`config.mk`:
```
export PLATFORM = sky130hd
export DESIGN_NAME = binomial_coefficient_pascal_flat
export DESIGN_NICKNAME = d
export VERILOG_FILES = /design/src/design/bcp_pkg.sv /design/src/design/bcp_if.sv /design/src/design/bcp_row_mem.sv /design/src/design/bcp_engine.sv /design/src/design/binomial_coefficient_pascal.sv /design/src/flat_wrapper.sv
export SDC_FILE = /design/constraint.sdc
export NUM_CORES = 1
export LEC_CHECK = 0
export ABC_CLOCK_PERIOD_IN_PS = 8200
export BUFFER_PORTS_ARGS = -buffer_cell sky130_fd_sc_hd__buf_4
export CORE_ASPECT_RATIO = 1.4
export CORE_UTILIZATION = 60
export CTS_CLUSTER_SIZE = 40
export DETAILED_ROUTE_END_ITERATION = 6
export GPL_ROUTABILITY_DRIVEN = 0
export PLACE_DENSITY_LB_ADDON = 0.15
export SLEW_MARGIN = 20
export SYNTH_ARGS = -nofsm -noshare
export SYNTH_HDL_FRONTEND = slang
export SYNTH_SLANG_ARGS = --single-unit
```
`constraint.sdc`:
```
create_clock -name clk -period 8.2 [get_ports clk]
set_clock_uncertainty 0.05 [all_clocks]
set_input_delay 0.82 -clock clk [delete_from_list [all_inputs] [get_ports clk]]
set_output_delay 0.82 -clock clk [all_outputs]
set_load 0.01 [all_outputs]
```
`src/design/bcp_pkg.sv`:
```
`default_nettype none

package bcp_pkg;

  localparam int N_W    = 6;
  localparam int COEF_W = 32;

  typedef logic [N_W-1:0]    idx_t;
  typedef logic [COEF_W-1:0] coef_t;

  localparam coef_t COEF_SAT = '1;
  localparam coef_t COEF_ONE = coef_t'(1);

  typedef enum logic [1:0] {
    ENG_IDLE,
    ENG_RUN,
    ENG_DRAIN,
    ENG_HOLD
  } eng_state_t;

  typedef struct packed {
    idx_t n;
    idx_t k;
  } job_t;

  typedef struct packed {
    coef_t coefficient;
    logic  invalid;
    logic  overflow;
  } res_t;

endpackage

`default_nettype wire

```
`src/design/bcp_if.sv`:
```
`default_nettype none

interface bcp_in_if;
  logic              valid;
  logic              ready;
  bcp_pkg::idx_t     n;
  bcp_pkg::idx_t     k;

  modport source (output valid, output n, output k, input ready);
  modport sink   (input valid, input n, input k, output ready);
endinterface

interface bcp_out_if;
  logic              valid;
  logic              ready;
  bcp_pkg::coef_t    coefficient;
  logic              invalid;
  logic              overflow;

  modport source (output valid, output coefficient, output invalid, output overflow,
                  input ready);
  modport sink   (input valid, input coefficient, input invalid, input overflow,
                  output ready);
endinterface

`default_nettype wire

```
`src/design/bcp_row_mem.sv`:
```
`default_nettype none

module bcp_row_mem #(
  parameter int AW = 5
) (
  input  wire logic                clk,
  input  wire logic                we,
  input  wire logic [AW-1:0]       waddr,
  input  wire bcp_pkg::coef_t      wdata,
  input  wire logic                re,
  input  wire logic [AW-1:0]       raddr,
  output bcp_pkg::coef_t           rdata
);
  import bcp_pkg::*;

  localparam int DEPTH = 1 << AW;

  coef_t mem [DEPTH];
  coef_t rdata_r;

  always_ff @(posedge clk) begin
    if (we) begin
      mem[waddr] <= wdata;
    end
  end

  // write-first: a read of the entry being written returns the new value
  always_ff @(posedge clk) begin
    if (re) begin
      rdata_r <= (we && (waddr == raddr)) ? wdata : mem[raddr];
    end
  end

  assign rdata = rdata_r;

endmodule

`default_nettype wire

```
`src/design/bcp_engine.sv`:
```
`default_nettype none

module bcp_engine #(
  parameter int MAX_N = 63,
  parameter int AW    = 5
) (
  input  wire logic          clk,
  input  wire logic          rst_n,
  input  wire logic          start,
  input  wire bcp_pkg::job_t job,
  output logic               idle,
  output logic               res_valid,
  output bcp_pkg::res_t      res,
  input  wire logic          res_take
);
  import bcp_pkg::*;

  localparam idx_t MAX_N_V = N_W'(MAX_N);

  eng_state_t state_r, state_nxt;

  idx_t          n_r;
  idx_t          row_r;
  idx_t          p_row_r;
  logic [AW-1:0] kk_r;
  logic [AW-1:0] col_r;
  logic [AW-1:0] p_col_r;
  logic          p_valid_r;
  logic          p_last_r;
  coef_t         hold_r;
  logic          ovf_r;
  res_t          res_r;

  idx_t          n_minus_k;
  idx_t          kk_full;
  logic          sp_invalid;
  logic          sp_one;
  logic          special;
  logic          last_issue;

  logic          mem_re;
  logic          mem_we;
  coef_t         mem_rdata;
  coef_t         old_val;
  logic [COEF_W:0] sum;
  logic          carry;
  coef_t         sat;

  // decode of the incoming item
  always_comb begin
    n_minus_k  = job.n - job.k;
    sp_invalid = (job.n > MAX_N_V) || (job.k > job.n);
    sp_one     = (job.k == '0) || (job.k == job.n);
    special    = sp_invalid || sp_one;
    kk_full    = (job.k <= n_minus_k) ? job.k : n_minus_k;
  end

  assign last_issue = (col_r == kk_r) && (row_r == n_r);

  always_comb begin
    state_nxt = state_r;
    case (state_r)
      ENG_IDLE: begin
        if (start) begin
          state_nxt = special ? ENG_HOLD : ENG_RUN;
        end
      end
      ENG_RUN: begin
        if (last_issue) begin
          state_nxt = ENG_DRAIN;
        end
      end
      ENG_DRAIN: state_nxt = ENG_HOLD;
      ENG_HOLD: begin
        if (res_take) begin
          state_nxt = ENG_IDLE;
        end
      end
      default: state_nxt = ENG_IDLE;
    endcase
  end

  always_comb begin
    idle      = 1'b0;
    res_valid = 1'b0;
    mem_re    = 1'b0;
    case (state_r)
      ENG_IDLE: idle      = 1'b1;
      ENG_RUN:  mem_re    = 1'b1;
      ENG_HOLD: res_valid = 1'b1;
      default: ;
    endcase
  end

  // entries right of the diagonal of the previous row read as zero
  always_comb begin
    old_val = ({{(N_W-AW){1'b0}}, p_col_r} >= p_row_r) ? '0 : mem_rdata;
    sum     = {1'b0, old_val} + {1'b0, hold_r};
    carry   = sum[COEF_W];
    sat     = carry ? COEF_SAT : sum[COEF_W-1:0];
    mem_we  = p_valid_r;
  end

  bcp_row_mem #(.AW(AW)) u_row_mem (
    .clk   (clk),
    .we    (mem_we),
    .waddr (p_col_r),
    .wdata (sat),
    .re    (mem_re),
    .raddr (col_r),
    .rdata (mem_rdata)
  );

  always_ff @(posedge clk) begin
    if (!rst_n) begin
      state_r   <= ENG_IDLE;
      p_valid_r <= 1'b0;
      ovf_r     <= 1'b0;
    end else begin
      state_r   <= state_nxt;
      p_valid_r <= mem_re;
      if (state_r == ENG_IDLE && start) begin
        ovf_r <= 1'b0;
      end else if (p_valid_r) begin
        ovf_r <= ovf_r | carry;
      end
    end
  end

  always_ff @(posedge clk) begin
    p_col_r  <= col_r;
    p_row_r  <= row_r;
    p_last_r <= last_issue;
    if (state_r == ENG_IDLE && start) begin
      n_r    <= job.n;
      kk_r   <= kk_full[AW-1:0];
      row_r  <= idx_t'(1);
      col_r  <= AW'(1);
      hold_r <= COEF_ONE;
      if (sp_invalid) begin
        res_r <= '{coefficient: '0, invalid: 1'b1, overflow: 1'b0};
      end else begin
        res_r <= '{coefficient: COEF_ONE, invalid: 1'b0, overflow: 1'b0};
      end
    end else begin
      if (state_r == ENG_RUN) begin
        // sweep the columns of one row, then advance to the next row
        if (col_r == kk_r) begin
          col_r <= AW'(1);
          row_r <= row_r + idx_t'(1);
        end else begin
          col_r <= col_r + AW'(1);
        end
      end
      if (p_valid_r) begin
        // hold the old left neighbour; column zero is always one
        hold_r <= (p_col_r == kk_r) ? COEF_ONE : old_val;
        if (p_last_r) begin
          res_r <= '{coefficient: sat, invalid: 1'b0, overflow: ovf_r | carry};
        end
      end
    end
  end

  assign res = res_r;

  a_wr_col_range: assert property (@(posedge clk) disable iff (!rst_n)
    p_valid_r |-> (p_col_r != '0) && (p_col_r <= kk_r))
    else $error("row store written outside columns 1..kk");

  a_hold_quiet: assert property (@(posedge clk) disable iff (!rst_n)
    (state_r == ENG_HOLD) |-> !p_valid_r)
    else $error("row store still busy while result is held");

  a_sat_value: assert property (@(posedge clk) disable iff (!rst_n)
    (state_r == ENG_HOLD && res_r.overflow) |-> (res_r.coefficient == COEF_SAT))
    else $error("overflow flagged without saturated coefficient");

  a_invalid_zero: assert property (@(posedge clk) disable iff (!rst_n)
    (state_r == ENG_HOLD && res_r.invalid) |-> (res_r.coefficient == '0) && !res_r.overflow)
    else $error("invalid item gave nonzero result");

  a_run_after_start: assert property (@(posedge clk) disable iff (!rst_n)
    (state_r == ENG_IDLE && start && !special) |=> (state_r == ENG_RUN) && (row_r == idx_t'(1)))
    else $error("computation did not start on row one");

endmodule

`default_nettype wire

```
`src/design/binomial_coefficient_pascal.sv`:
```
`default_nettype none

// Binomial coefficient C(n,k) by Pascal's triangle. Each item (n, k) gives one
// result. Only columns 1..kk of the triangle are built, kk = min(k, n-k), in a
// row memory of MAX_N/2+1 entries (rounded up to a power of two) that one
// saturating 32-bit adder updates in place: while the rows are swept, every
// cycle reads one entry, and the sum for the entry read in the previous cycle
// is written back, with write-first forwarding on the memory. An item with
// k > n (or n > MAX_N) returns 0 with invalid set; k = 0 or k = n returns 1;
// either goes from accept straight to HOLD. Any other item sweeps rows 1..n,
// columns 1..kk, in RUN, then passes DRAIN and HOLD. A result that passes 32
// bits reads all ones with overflow set. The row memory needs no clearing after
// reset. A new item is accepted while the previous result waits at the output.
module binomial_coefficient_pascal #(
  parameter int MAX_N = 63
) (
  input  wire logic clk,
  input  wire logic rst_n,
  bcp_in_if.sink    in_ch,
  bcp_out_if.source out_ch
);
  import bcp_pkg::*;

  localparam int ROW_DEPTH = MAX_N / 2 + 1;
  localparam int AW        = (ROW_DEPTH > 1) ? $clog2(ROW_DEPTH) : 1;

  logic  eng_idle;
  logic  eng_start;
  job_t  eng_job;
  logic  res_valid;
  res_t  eng_res;
  logic  res_take;
  logic  slot_free;

  logic  out_valid_r;
  res_t  out_res_r;

  assign in_ch.ready = eng_idle;
  assign eng_start   = in_ch.valid && eng_idle;
  assign eng_job     = '{n: in_ch.n, k: in_ch.k};

  bcp_engine #(.MAX_N(MAX_N), .AW(AW)) u_engine (
    .clk       (clk),
    .rst_n     (rst_n),
    .start     (eng_start),
    .job       (eng_job),
    .idle      (eng_idle),
    .res_valid (res_valid),
    .res       (eng_res),
    .res_take  (res_take)
  );

  // output register: load when empty or being drained this cycle
  assign slot_free = !out_valid_r || out_ch.ready;
  assign res_take  = res_valid && slot_free;

  always_ff @(posedge clk) begin
    if (!rst_n) begin
      out_valid_r <= 1'b0;
    end else if (res_take) begin
      out_valid_r <= 1'b1;
    end else if (out_ch.ready) begin
      out_valid_r <= 1'b0;
    end
  end

  always_ff @(posedge clk) begin
    if (res_take) begin
      out_res_r <= eng_res;
    end
  end

  assign out_ch.valid       = out_valid_r;
  assign out_ch.coefficient = out_res_r.coefficient;
  assign out_ch.invalid     = out_res_r.invalid;
  assign out_ch.overflow    = out_res_r.overflow;

endmodule

`default_nettype wire
```
`src/flat_wrapper.sv`:
```
// flat-port wrapper written by rule: the top's interface ports become plain ports
module binomial_coefficient_pascal_flat import bcp_pkg::*;
#(
  parameter int MAX_N = 63
)
  (clk, rst_n, in_ch_valid, in_ch_n, in_ch_k, in_ch_ready, out_ch_valid, out_ch_coefficient, out_ch_invalid, out_ch_overflow, out_ch_ready);
  bcp_in_if in_ch_i ();
  bcp_out_if out_ch_i ();
  input  wire logic clk;
  input  wire logic rst_n;
  input wire logic [$bits(in_ch_i.valid)-1:0] in_ch_valid;
  input wire logic [$bits(in_ch_i.n)-1:0] in_ch_n;
  input wire logic [$bits(in_ch_i.k)-1:0] in_ch_k;
  output wire logic [$bits(in_ch_i.ready)-1:0] in_ch_ready;
  output wire logic [$bits(out_ch_i.valid)-1:0] out_ch_valid;
  output wire logic [$bits(out_ch_i.coefficient)-1:0] out_ch_coefficient;
  output wire logic [$bits(out_ch_i.invalid)-1:0] out_ch_invalid;
  output wire logic [$bits(out_ch_i.overflow)-1:0] out_ch_overflow;
  input wire logic [$bits(out_ch_i.ready)-1:0] out_ch_ready;
  assign in_ch_i.valid = in_ch_valid;
  assign in_ch_i.n = in_ch_n;
  assign in_ch_i.k = in_ch_k;
  assign in_ch_ready = in_ch_i.ready;
  assign out_ch_valid = out_ch_i.valid;
  assign out_ch_coefficient = out_ch_i.coefficient;
  assign out_ch_invalid = out_ch_i.invalid;
  assign out_ch_overflow = out_ch_i.overflow;
  assign out_ch_i.ready = out_ch_ready;
  binomial_coefficient_pascal #(.MAX_N(MAX_N)) u_core (.clk(clk), .rst_n(rst_n), .in_ch(in_ch_i), .out_ch(out_ch_i));
endmodule
```
# Word-level counts from Yosys, hierarchy flattened
# Memory sizes are Yosys's and may differ from the RTL's. A register that Yosys moved wholly into a read port is not among the register bits.
# Cells that the tools add are included.
[totals]
reg_bits = 139
n_memories = 1
ramBits = 1024
output_inout_bits = 36
input_bits = 16
elab_cells = 78
[classes]
n_reduce_logical = 18
bitwise = 2
magnitude_cmp = 4
mux = 21
n_eq_ne = 10
add_sub_neg = 4
[memory_table]
columns = ["memory", "depth", "word_bits", "read_ports", "rd_clocked_by_memory_dff", "wr", "line_no", "rtl"]
rows = [
  ["u_core.u_engine.u_row_mem.mem", 32, 32, 1, 1, 1, "bcp_row_mem.sv:18", "coef_t mem [DEPTH];"],
]
[ops]
columns = ["op", "count"]
rows = [
  ["34-bit 2-to-1 mux", 3],
  ["32-bit 2-to-1 mux", 3],
  ["32-bit by 32-bit adder with 33-bit output", 1],
  ["6-bit equality test", 2],
  ["5-bit equality test", 2],
  ["5-bit 2-to-1 mux", 2],
  ["2-bit 2-to-1 mux", 4],
  ["2-bit case mux with 4 select lines", 1],
  ["1-bit 2-to-1 mux", 7],
  ["6-bit by 1-bit adder with 6-bit output, second input constant", 1],
  ["5-bit by 6-bit greater-or-equal comparator with 1-bit output", 1],
  ["6-bit greater-than comparator", 1],
  ["6-bit greater-than comparator, second input constant", 1],
  ["6-bit <= comparator", 1],
  ["6-bit zero test", 1],
  ["2-bit nonzero test", 3],
  ["6-bit subtractor", 1],
  ["5-bit by 1-bit adder with 5-bit output, second input constant", 1],
  ["2-bit equality test, second input constant", 2],
  ["1-bit logical AND", 4],
  ["1-bit logical OR", 4],
  ["2-bit inequality test, second input constant", 2],
  ["2-bit AND reduction", 2],
  ["3-bit 2-to-1 mux", 1],
  ["8 further kinds", 8],
]

# Longest topological paths before layout
# Gate-level depths: netlist (run 1).
[depth]
word_depth = 7
mapped_depth = 23
ltp_nobuf = 20

# Modules after synthesis
# Synthesis (run 1) repeated with hierarchy kept, for this count alone.
[hier_totals]
hier_cells = 2993
area_unflattened_um2 = 49314.8
[modules_own_cells]
columns = ["module", "cells_each", "area_per_inst_um2", "instances", "seq_area_each_um2"]
rows = [
  ["bcp_row_mem", 2181, 41317.1, 1, 31710.4],
  ["bcp_engine", 773, 6922.9, 1, 2532.4],
  ["binomial_coefficient_pascal", 39, 1074.8, 1, 1041.0],
]

# Least setup slack after synthesis (run 1)
# OpenSTA, ideal clock, no wires.
[synth_path]
kind = "reg2reg"
from = "register u_core.u_engine.p_col_r[0]"
to = "memory u_core.u_engine.u_row_mem.mem[0][31] in the netlist's numbering, data pin"
arrival_time_ns = 4.394
synth_period_minus_slack_ns = 4.893
path_slack_ns = 3.307
stages_incl_launch_ff = 24
path_cell_list = "dfxtp_1 clkbuf_1 inv_1 ha_1 nand2b_1 a21o_1 a21o_1 a21o_1 a21oi_1 or2_2 clkbuf_1 nand2_1 inv_1 ha_1 fa_1 a211oi_1 o21ai_0 o21ai_1 nand4_1 nand3_1 a21o_1 buf_2 buf_2 nand3_1"
[synth_via]
elab_chain_cells = 4
[synth_rtl]
columns = ["item", "line_no", "rtl"]
rows = [
  ["start: declaration", "bcp_engine.sv:27", "logic [AW-1:0] p_col_r;"],
  ["start signal: assignment", "bcp_engine.sv:131", "p_col_r <= col_r;"],
  ["5-bit by 6-bit greater-or-equal comparator with 1-bit output", "bcp_engine.sv:97", "old_val = ({{(N_W-AW){1'b0}}, p_col_r} >= p_row_r) ? '0 : mem_rdata;"],
  ["32-bit 2-to-1 mux", "bcp_engine.sv:97", ""],
  ["32-bit by 32-bit adder with 33-bit output", "bcp_engine.sv:98", "sum = {1'b0, old_val} + {1'b0, hold_r};"],
  ["32-bit 2-to-1 mux", "bcp_engine.sv:100", "sat = carry ? COEF_SAT : sum[COEF_W-1:0];"],
  ["via u_core.u_engine.sat[31]", "bcp_engine.sv:47", "coef_t sat;"],
  ["end: declaration", "bcp_row_mem.sv:18", ""],
]
# The timed path passes the listed nets, and every way through them passes these cells.

# Final worst setup path (run 1)
[layout_path]
from = "register u_core.u_engine.p_col_r[0]"
to = "register u_core.u_engine.res_r (netlist bit u_core.u_engine.res[3]), data pin"
[layout_via]
elab_chain_cells = 7
[layout_rtl]
columns = ["item", "line_no", "rtl"]
rows = [
  ["5-bit by 6-bit greater-or-equal comparator with 1-bit output", "bcp_engine.sv:97", ""],
  ["32-bit 2-to-1 mux", "bcp_engine.sv:97", ""],
  ["32-bit by 32-bit adder with 33-bit output", "bcp_engine.sv:98", ""],
  ["32-bit 2-to-1 mux", "bcp_engine.sv:100", ""],
  ["via u_core.u_engine.sat[1]", "bcp_engine.sv:47", ""],
  ["34-bit 2-to-1 mux", "bcp_engine.sv:158", "if (p_last_r) begin"],
  ["34-bit 2-to-1 mux", "bcp_engine.sv:155", "if (p_valid_r) begin"],
  ["34-bit 2-to-1 mux", "bcp_engine.sv:134", "if (state_r == ENG_IDLE && start) begin"],
  ["end signal: assignment", "bcp_engine.sv:141", "res_r <= '{coefficient: '0, invalid: 1'b1, overflow: 1'b0};"],
  ["end signal: assignment", "bcp_engine.sv:143", "res_r <= '{coefficient: COEF_ONE, invalid: 1'b0, overflow: 1'b0};"],
  ["end signal: assignment", "bcp_engine.sv:159", "res_r <= '{coefficient: sat, invalid: 1'b0, overflow: ovf_r | carry};"],
  ["end: declaration", "bcp_engine.sv:32", "res_t res_r;"],
]
# The timed path passes the listed nets, and every way through them passes these cells. The select of a mux whose other input is x is not followed.
# A chain may end at the register's enable or synchronous reset.

==> impl_metrics.json, run 1 <==
{
  "hp-start": "in_ch_n[4]",
  "crit_path_top_delay_cell": "nand2b_1",
  "dr_wl_met3_mm": 11.4,
  "synth_common_cells": "edfxtp_1, mux4_2, nor2_1, a21oi_1, clkbuf_1",
  "worstSetupEndpointType": "flop",
  "rows": 121,
  "cts_tree": "built",
  "synth_edf_count": 1135,
  "first_pass_iters": 5,
  "root_buffer": "clkbuf_16",
  "ys_warn_count": 0,
  "drtAntennaViolNets": 0,
  "syn_avg_cell_area_um2": 20.4,
  "regToRegEndpoint": "u_core.u_engine.res[3]",
  "synth-seq-cells": 1195,
  "p_leak_nw": 17.4,
  "cts_buffer_depth": 3,
  "drv_cap": 0,
  "clock_sinks": 1195,
  "clock_latency_ns": 0.70,
  "vias_per_cell": 6.85,
  "pre_cts_ws_ns": 1.79,
  "drc": 0,
  "period_share_pct": 78.0,
  "die_y_um": 335,
  "portBuffers": 51,
  "start_kind": "flop",
  "yosysUniqueCellTypes": 59,
  "tightestPinTransition_ns": 1.13,
  "critPathBufInv": 2,
  "arrival_ns": 6.80,
  "dieArea_um2": 80400,
  "cts_resized": 0,
  "finalHoldViolCount": 0,
  "setup_tns_ns": 0,
  "cpMostUsedCell": "a21o_1",
  "hold_depth": 1,
  "met2_length_mm": 62.0,
  "postCtsSetupBuffers": 0,
  "drive_gt1_share_pct": 25.5,
  "yosys.area.top_type_share_pct": 71.7,
  "track_usage_pct": 31.5,
  "antenna_found_initial": 1,
  "core_um2": 78100,
  "worstPathCellList": "inv_1 > ha_1 > nand2b_1 > a21o_1 > a21o_1 > a21o_1 > a21oi_1 > or2_2 > nand2_1 > inv_1 > ha_1 > fa_1 > a211oi_1 > o21ai_0 > o21ai_1 > nand4_1 > nand3_1 > a21o_1 > nand2b_1 > and2_1",
  "p_per_area_nw_per_um2": 372,
  "hp-class": "in -> reg",
  "drtIter0Drc": 3162,
  "routedWlPerCell_um": 34.6,
  "r2r_cells": 20,
  "rsz0062_at_grt": "no",
  "wl_mm": 123,
  "reg2reg_from": "u_core.u_engine.p_col_r[0]",
  "setup_ws_ns": 1.80,
  "num_vias": 24300,
  "vdd_drop_max_mv": 0.244,
  "dr.max_layer_used": "met4",
  "critical_path.top_delay_family": "simple AND/OR/NAND/NOR gates",
  "required_ns": 8.60,
  "setup_viol": 0,
  "area_delta_synth_final_pct": 11.2,
  "grt_pass1_vias": 24200,
  "hold_buffers": 0,
  "yosysTopAreaCell": "edfxtp_1",
  "critical_path_class": "reg -> reg",
  "htreeDepth": 3,
  "grt_pass1_wl_mm": 174,
  "numCtsBuffers": 104,
  "status": "finished clean",
  "slew_headroom_pct": 24.4,
  "fmax_mhz": 156,
  "synthCells": 2329,
  "overflow": 0,
  "min_to": "u_core.u_engine.n_r[4]",
  "cts.clk_slew.worst_paths_ns": 0.07,
  "n_antenna_cell": 0,
  "syn_nets": 2402,
  "min_period_ns": 6.40,
  "grt_max_degree": 97,
  "synthFlopType": "edfxtp_1",
  "n_fill_cell": 4887,
  "critPathMaxFanout": 33,
  "initial_core_util_pct": 60.8,
  "syn_area_um2": 47500,
  "wirelength_met1_mm": 43.7,
  "synth_area_leaders": "edfxtp_1, mux4_2, dfxtp_1",
  "ff2ff_setup_slack_ns": 1.80,
  "io_pins": 52,
  "die_w_um": 240,
  "crit_path_max_incr_delay_ns": 0.82,
  "hpwl_mm": 65.3,
  "finalPower_mw": 19.7,
  "async_reset_ff_share_pct": 0,
  "nets": 2494,
  "maxSlewViolCount": 0,
  "yosysMostFrequentCell": "edfxtp_1",
  "yosysSeqAreaShare_pct": 74.2
}
[where the power goes]
| group | total (mW) | switching, mW | internal (mW) |
|---|---|---|---|
| registers | 9.22 | 0.343 | 8.88 |
| logic | 5.41 | 3.54 | 1.87 |
| clock network | 5.05 | 2.23 | 2.82 |
| total | 19.7 | 6.11 | 13.6 |
[worst reg2reg max path, cell delays in order, from the launching register on]
cell and delay (ns):
dfxtp_1 0.44, inv_1 0.13, ha_1 0.29, nand2b_1 0.10, a21o_1 0.12, a21o_1 0.11
a21o_1 0.11, a21oi_1 0.05, or2_2 0.51, nand2_1 0.23, inv_1 0.07, ha_1 0.23
fa_1 0.47, a211oi_1 0.27, o21ai_0 0.26, o21ai_1 0.34, nand4_1 0.19, nand3_1 0.21
a21o_1 0.76, nand2b_1 0.83, and2_1 0.38
[metal layers]
layer	vias up	GRT usage, %
met3	298	5.05
met2	1541	52.5
met4	0	13.9
met1	12800	41.3
li1	9743	-
met5	-	0
[flip-flops by register name (all words and copies together), names as in the netlist, 2 cells and up]
register and cells:
u_core.u_engine.u_row_mem.mem 1024, u_core.u_engine.res 34, u_core.out_ch.coefficient 32, u_core.u_engine.hold_r 32, u_core.u_engine.u_row_mem.rdata 32, u_core.u_engine.n_r 6, u_core.u_engine.p_row_r 6, u_core.u_engine.row_r 6
u_core.u_engine.col_r 5, u_core.u_engine.kk_r 5, u_core.u_engine.p_col_r 5, u_core.u_engine.state_r 2
[layout make-up]
| class | count | area (µm²) | area share, % |
|---|---|---|---|
| clock buffer | 116 | 2720 | 5.14 |
| tap | 1045 | 1310 | 2.47 |
| inverter | 49 | 184 | 0.348 |
| clock inverter | 79 | 792 | 1.50 |
| multi-input combinational | 968 | 11800 | 22.3 |
| sequential | 1195 | 35300 | 66.8 |
| timing repair buffer | 103 | 798 | 1.51 |
[cells by family (layout without fill, tap and decap cells)]
| kind of cell | count (synthesis) | in the layout | share of synthesized area (%) |
|---|---|---|---|
| DFF | 1195 | 1195 | 74.2 |
| muxes | 324 | 324 | 15.2 |
| and+or+nand+nor | 289 | 289 | 2.97 |
| AOI/OAI and AO/OA | 235 | 235 | 3.26 |
| buffers and inverters | 166 | 347 | 1.58 |
| xor gates and xnor gates | 63 | 63 | 1.16 |
| adders and majority gates | 57 | 57 | 1.53 |
[per-stage QoR]
step           instances  util [%]  area, µm²  hold WS, ns
2_1_floorplan       2329         -      47500        0.276
3_3_place_gp        3360      63.2      49300        0.355
3_5_place_dp        3360      63.2      49400        0.356
4_1_cts             3555      67.7      52900        0.232
5_1_grt             3555      67.7      52900        0.255
6_report            3555      67.7      52900        0.263
[worst max-delay path by stage]
stage,cells after the start,from,endpoint,slack (ns)
2_1_floorplan,23,u_core.u_engine.p_col_r[0],u_core.u_engine.u_row_mem.mem[0][31],3.31
3_3_place_gp,19,u_core.u_engine.p_col_r[0],u_core.u_engine.u_row_mem.mem[6][31],1.90
3_5_place_dp,19,u_core.u_engine.p_col_r[0],u_core.u_engine.u_row_mem.mem[19][31],1.79
4_1_cts,19,u_core.u_engine.p_col_r[0],u_core.u_engine.u_row_mem.mem[19][31],1.77
5_1_grt,20,u_core.u_engine.p_col_r[0],u_core.u_engine.res[3],1.50
6_report,20,u_core.u_engine.p_col_r[0],u_core.u_engine.res[3],1.80
[cells in the final DEF, fill, tap and decap left out, types with 5 or more instances in the layout]
master,Yosys,final
bufinv_16,0,13
clkinv_2,0,26
mux4_2,320,320
dfxtp_1,60,55
clkbuf_1,66,7
nand2_1,54,54
nor3_1,6,6
ha_1,55,54
buf_4,8,101
a211oi_1,35,35
xnor2_1,29,29
xor2_1,34,34
nand3b_1,6,6
o21ai_0,31,31
dfxtp_4,0,5
clkinvlp_4,0,11
nand4_1,11,11
edfxtp_1,1135,1135
nor2b_1,35,34
nand3_1,12,11
nor2_4,0,32
nor2_1,107,74
inv_1,48,48
a21o_1,24,24
a31oi_1,8,7
a22o_1,31,31
clkinv_1,1,20
a21oi_1,73,73
and2_1,35,35
clkbuf_16,0,106
Note: power is estimated with default switching activity, not from simulation.
==> inputs of run 2 (changes only) <==
- ABC_CLOCK_PERIOD_IN_PS: 8200 -> 5700
- CORE_UTILIZATION: 60 -> 57
- clock period: 8.2 -> 5.7 ns (I/O delays scaled with it)
==> run 2 against run 1 <==
Against the previous run:
- combinational power grew 50%
- global-route usage is 1.4 points lower
- worst hold slack got worse by 0.23 ns
- critical path type unchanged
- critical endpoint is now u_core.u_engine.u_row_mem.mem[29][9]
- largest cell class unchanged
- highest routed layer is now met5
==> impl_metrics.json, run 2 (synthesis results as in run 1) <==
{
  "place_area_um2": 49900,
  "routedWlPerCell_um": 34.1,
  "finalHoldViolCount": 0,
  "area_delta_synth_final_pct": 12.4,
  "p_leak_nw": 17.7,
  "num_vias": 24700,
  "portBuffers": 51,
  "largest_reg_flops": 1024,
  "grt_max_degree": 85,
  "htreeDepth": 3,
  "cts_resized": 0,
  "critical_path_class": "reg -> reg",
  "n_fill_cell": 5409,
  "die_y_um": 344,
  "setup_tns_ns": 0,
  "numCtsBuffers": 107,
  "register_area_um2": 35300,
  "critPathMaxFanout": 32,
  "clock_latency_ns": 0.69,
  "clock_sinks": 1195,
  "multi_input_area_um2": 11800,
  "period_share_pct": 93.2,
  "utilization_pct": 65.1,
  "worstSetupEndpointType": "flop",
  "ff2ff_setup_slack_ns": 0.39,
  "hp-class": "in -> reg",
  "maxSlewViolCount": 0,
  "stdcell_area_um2": 53400,
  "cts.clk_slew.worst_paths_ns": 0.07,
  "start_kind": "flop",
  "instances_no_fill": 3646,
  "initial_core_util_pct": 57.9,
  "grt_pass1_vias": 24300,
  "drtAntennaViolNets": 0,
  "mostFrequentLayoutCells": "edfxtp_1, mux4_2, buf_4",
  "fmax_mhz": 188,
  "overflow": 0,
  "track_usage_pct": 30.1,
  "p_per_area_nw_per_um2": 535,
  "arrival_ns": 5.65,
  "io_pins": 52,
  "cts_tree": "built",
  "die_w_um": 246,
  "numPlacedInstances": 3442,
  "hpwl_mm": 71.2,
  "setup_viol": 0,
  "wl_mm": 124,
  "first_pass_iters": 5,
  "core_um2": 82100,
  "final_common_cell": "edfxtp_1",
  "vdd_drop_max_mv": 0.518,
  "postCtsSetupBuffers": 0,
  "drive_gt1_share_pct": 26.4,
  "dieArea_um2": 84600,
  "pre_cts_ws_ns": 0.546,
  "antenna_found_initial": 5,
  "rows": 124,
  "nets": 2555,
  "drc": 0,
  "cts_buffer_depth": 3,
  "tightestPinTransition_ns": 1.05,
  "hold_ws_ns": 0.0356,
  "status": "finished clean",
  "finalPower_mw": 28.6,
  "min_period_ns": 5.31,
  "vias_per_cell": 6.77,
  "root_buffer": "clkbuf_16",
  "setup_ws_ns": 0.386,
  "largest_register": "u_core.u_engine.u_row_mem.mem",
  "drtIter0Drc": 2746,
  "rsz0062_at_grt": "no",
  "drv_cap": 0,
  "required_ns": 6.04,
  "grt_pass1_wl_mm": 176,
  "slew_headroom_pct": 30.0
}
run 2: timing repair:
item	4_1_cts	5_1_grt
hold buffers	1	0
endpoints found under the hold margin	1	0
endpoints found under the setup margin	0	0
run 2: power by group:
group	internal, mW	switching [mW]
sequential	12.7	0.541
combinational	3.03	5.09
clock	4.08	3.15
run 2: routing by layer:
metal	vias to the layer above	share of wire [%]	GRT usage, %
li1	9857	-	-
met1	13200	38	41.3
met2	1377	49	48.6
met3	269	8.3	4.85
met4	8	4.2	12.0
met5	-	0.044	0
run 2: worst paths after layout:
check / startpoint / cells past startpoint / to
setup reg to reg: u_core.u_engine.p_col_r[0] / 21 / u_core.u_engine.u_row_mem.mem[29][9]
setup / recovery: u_core.u_engine.p_col_r[0] / 21 / u_core.u_engine.u_row_mem.mem[29][9]
hold / removal: in_ch_n[5] / 1 / u_core.u_engine.n_r[5]
hold reg to reg: u_core.u_engine.res[15] / 0 / u_core.out_ch.coefficient[13]
run 2: cell type report:
cell class | count | share of cell area, %
Sequential cell | 1195 | 66.1
Multi-Input combinational cell | 968 | 22.0
Clock buffer | 134 | 5.32
Tap cell | 1071 | 2.51
Timing Repair Buffer | 161 | 2.51
Clock inverter | 67 | 1.23
Inverter | 49 | 0.344
Antenna cell | 1 | 0.00468
run 2: worst max-delay path, stage by stage, from the launching register on:
cell and delay (ns):
dfxtp_1 0.44, inv_1 0.11, ha_1 0.28, nand2b_1 0.15
a21o_1 0.17, a21o_1 0.17, a21o_1 0.17, a21oi_1 0.13
or2_2 0.32, buf_4 0.28, and2_1 0.17, ha_1 0.29
a211oi_1 0.24, o21ai_0 0.25, o21ai_1 0.33, nand4_1 0.24
nand3_1 0.24, a21oi_4 0.08, buf_4 0.25, nor2_1 0.30
inv_1 0.09, buf_4 0.23
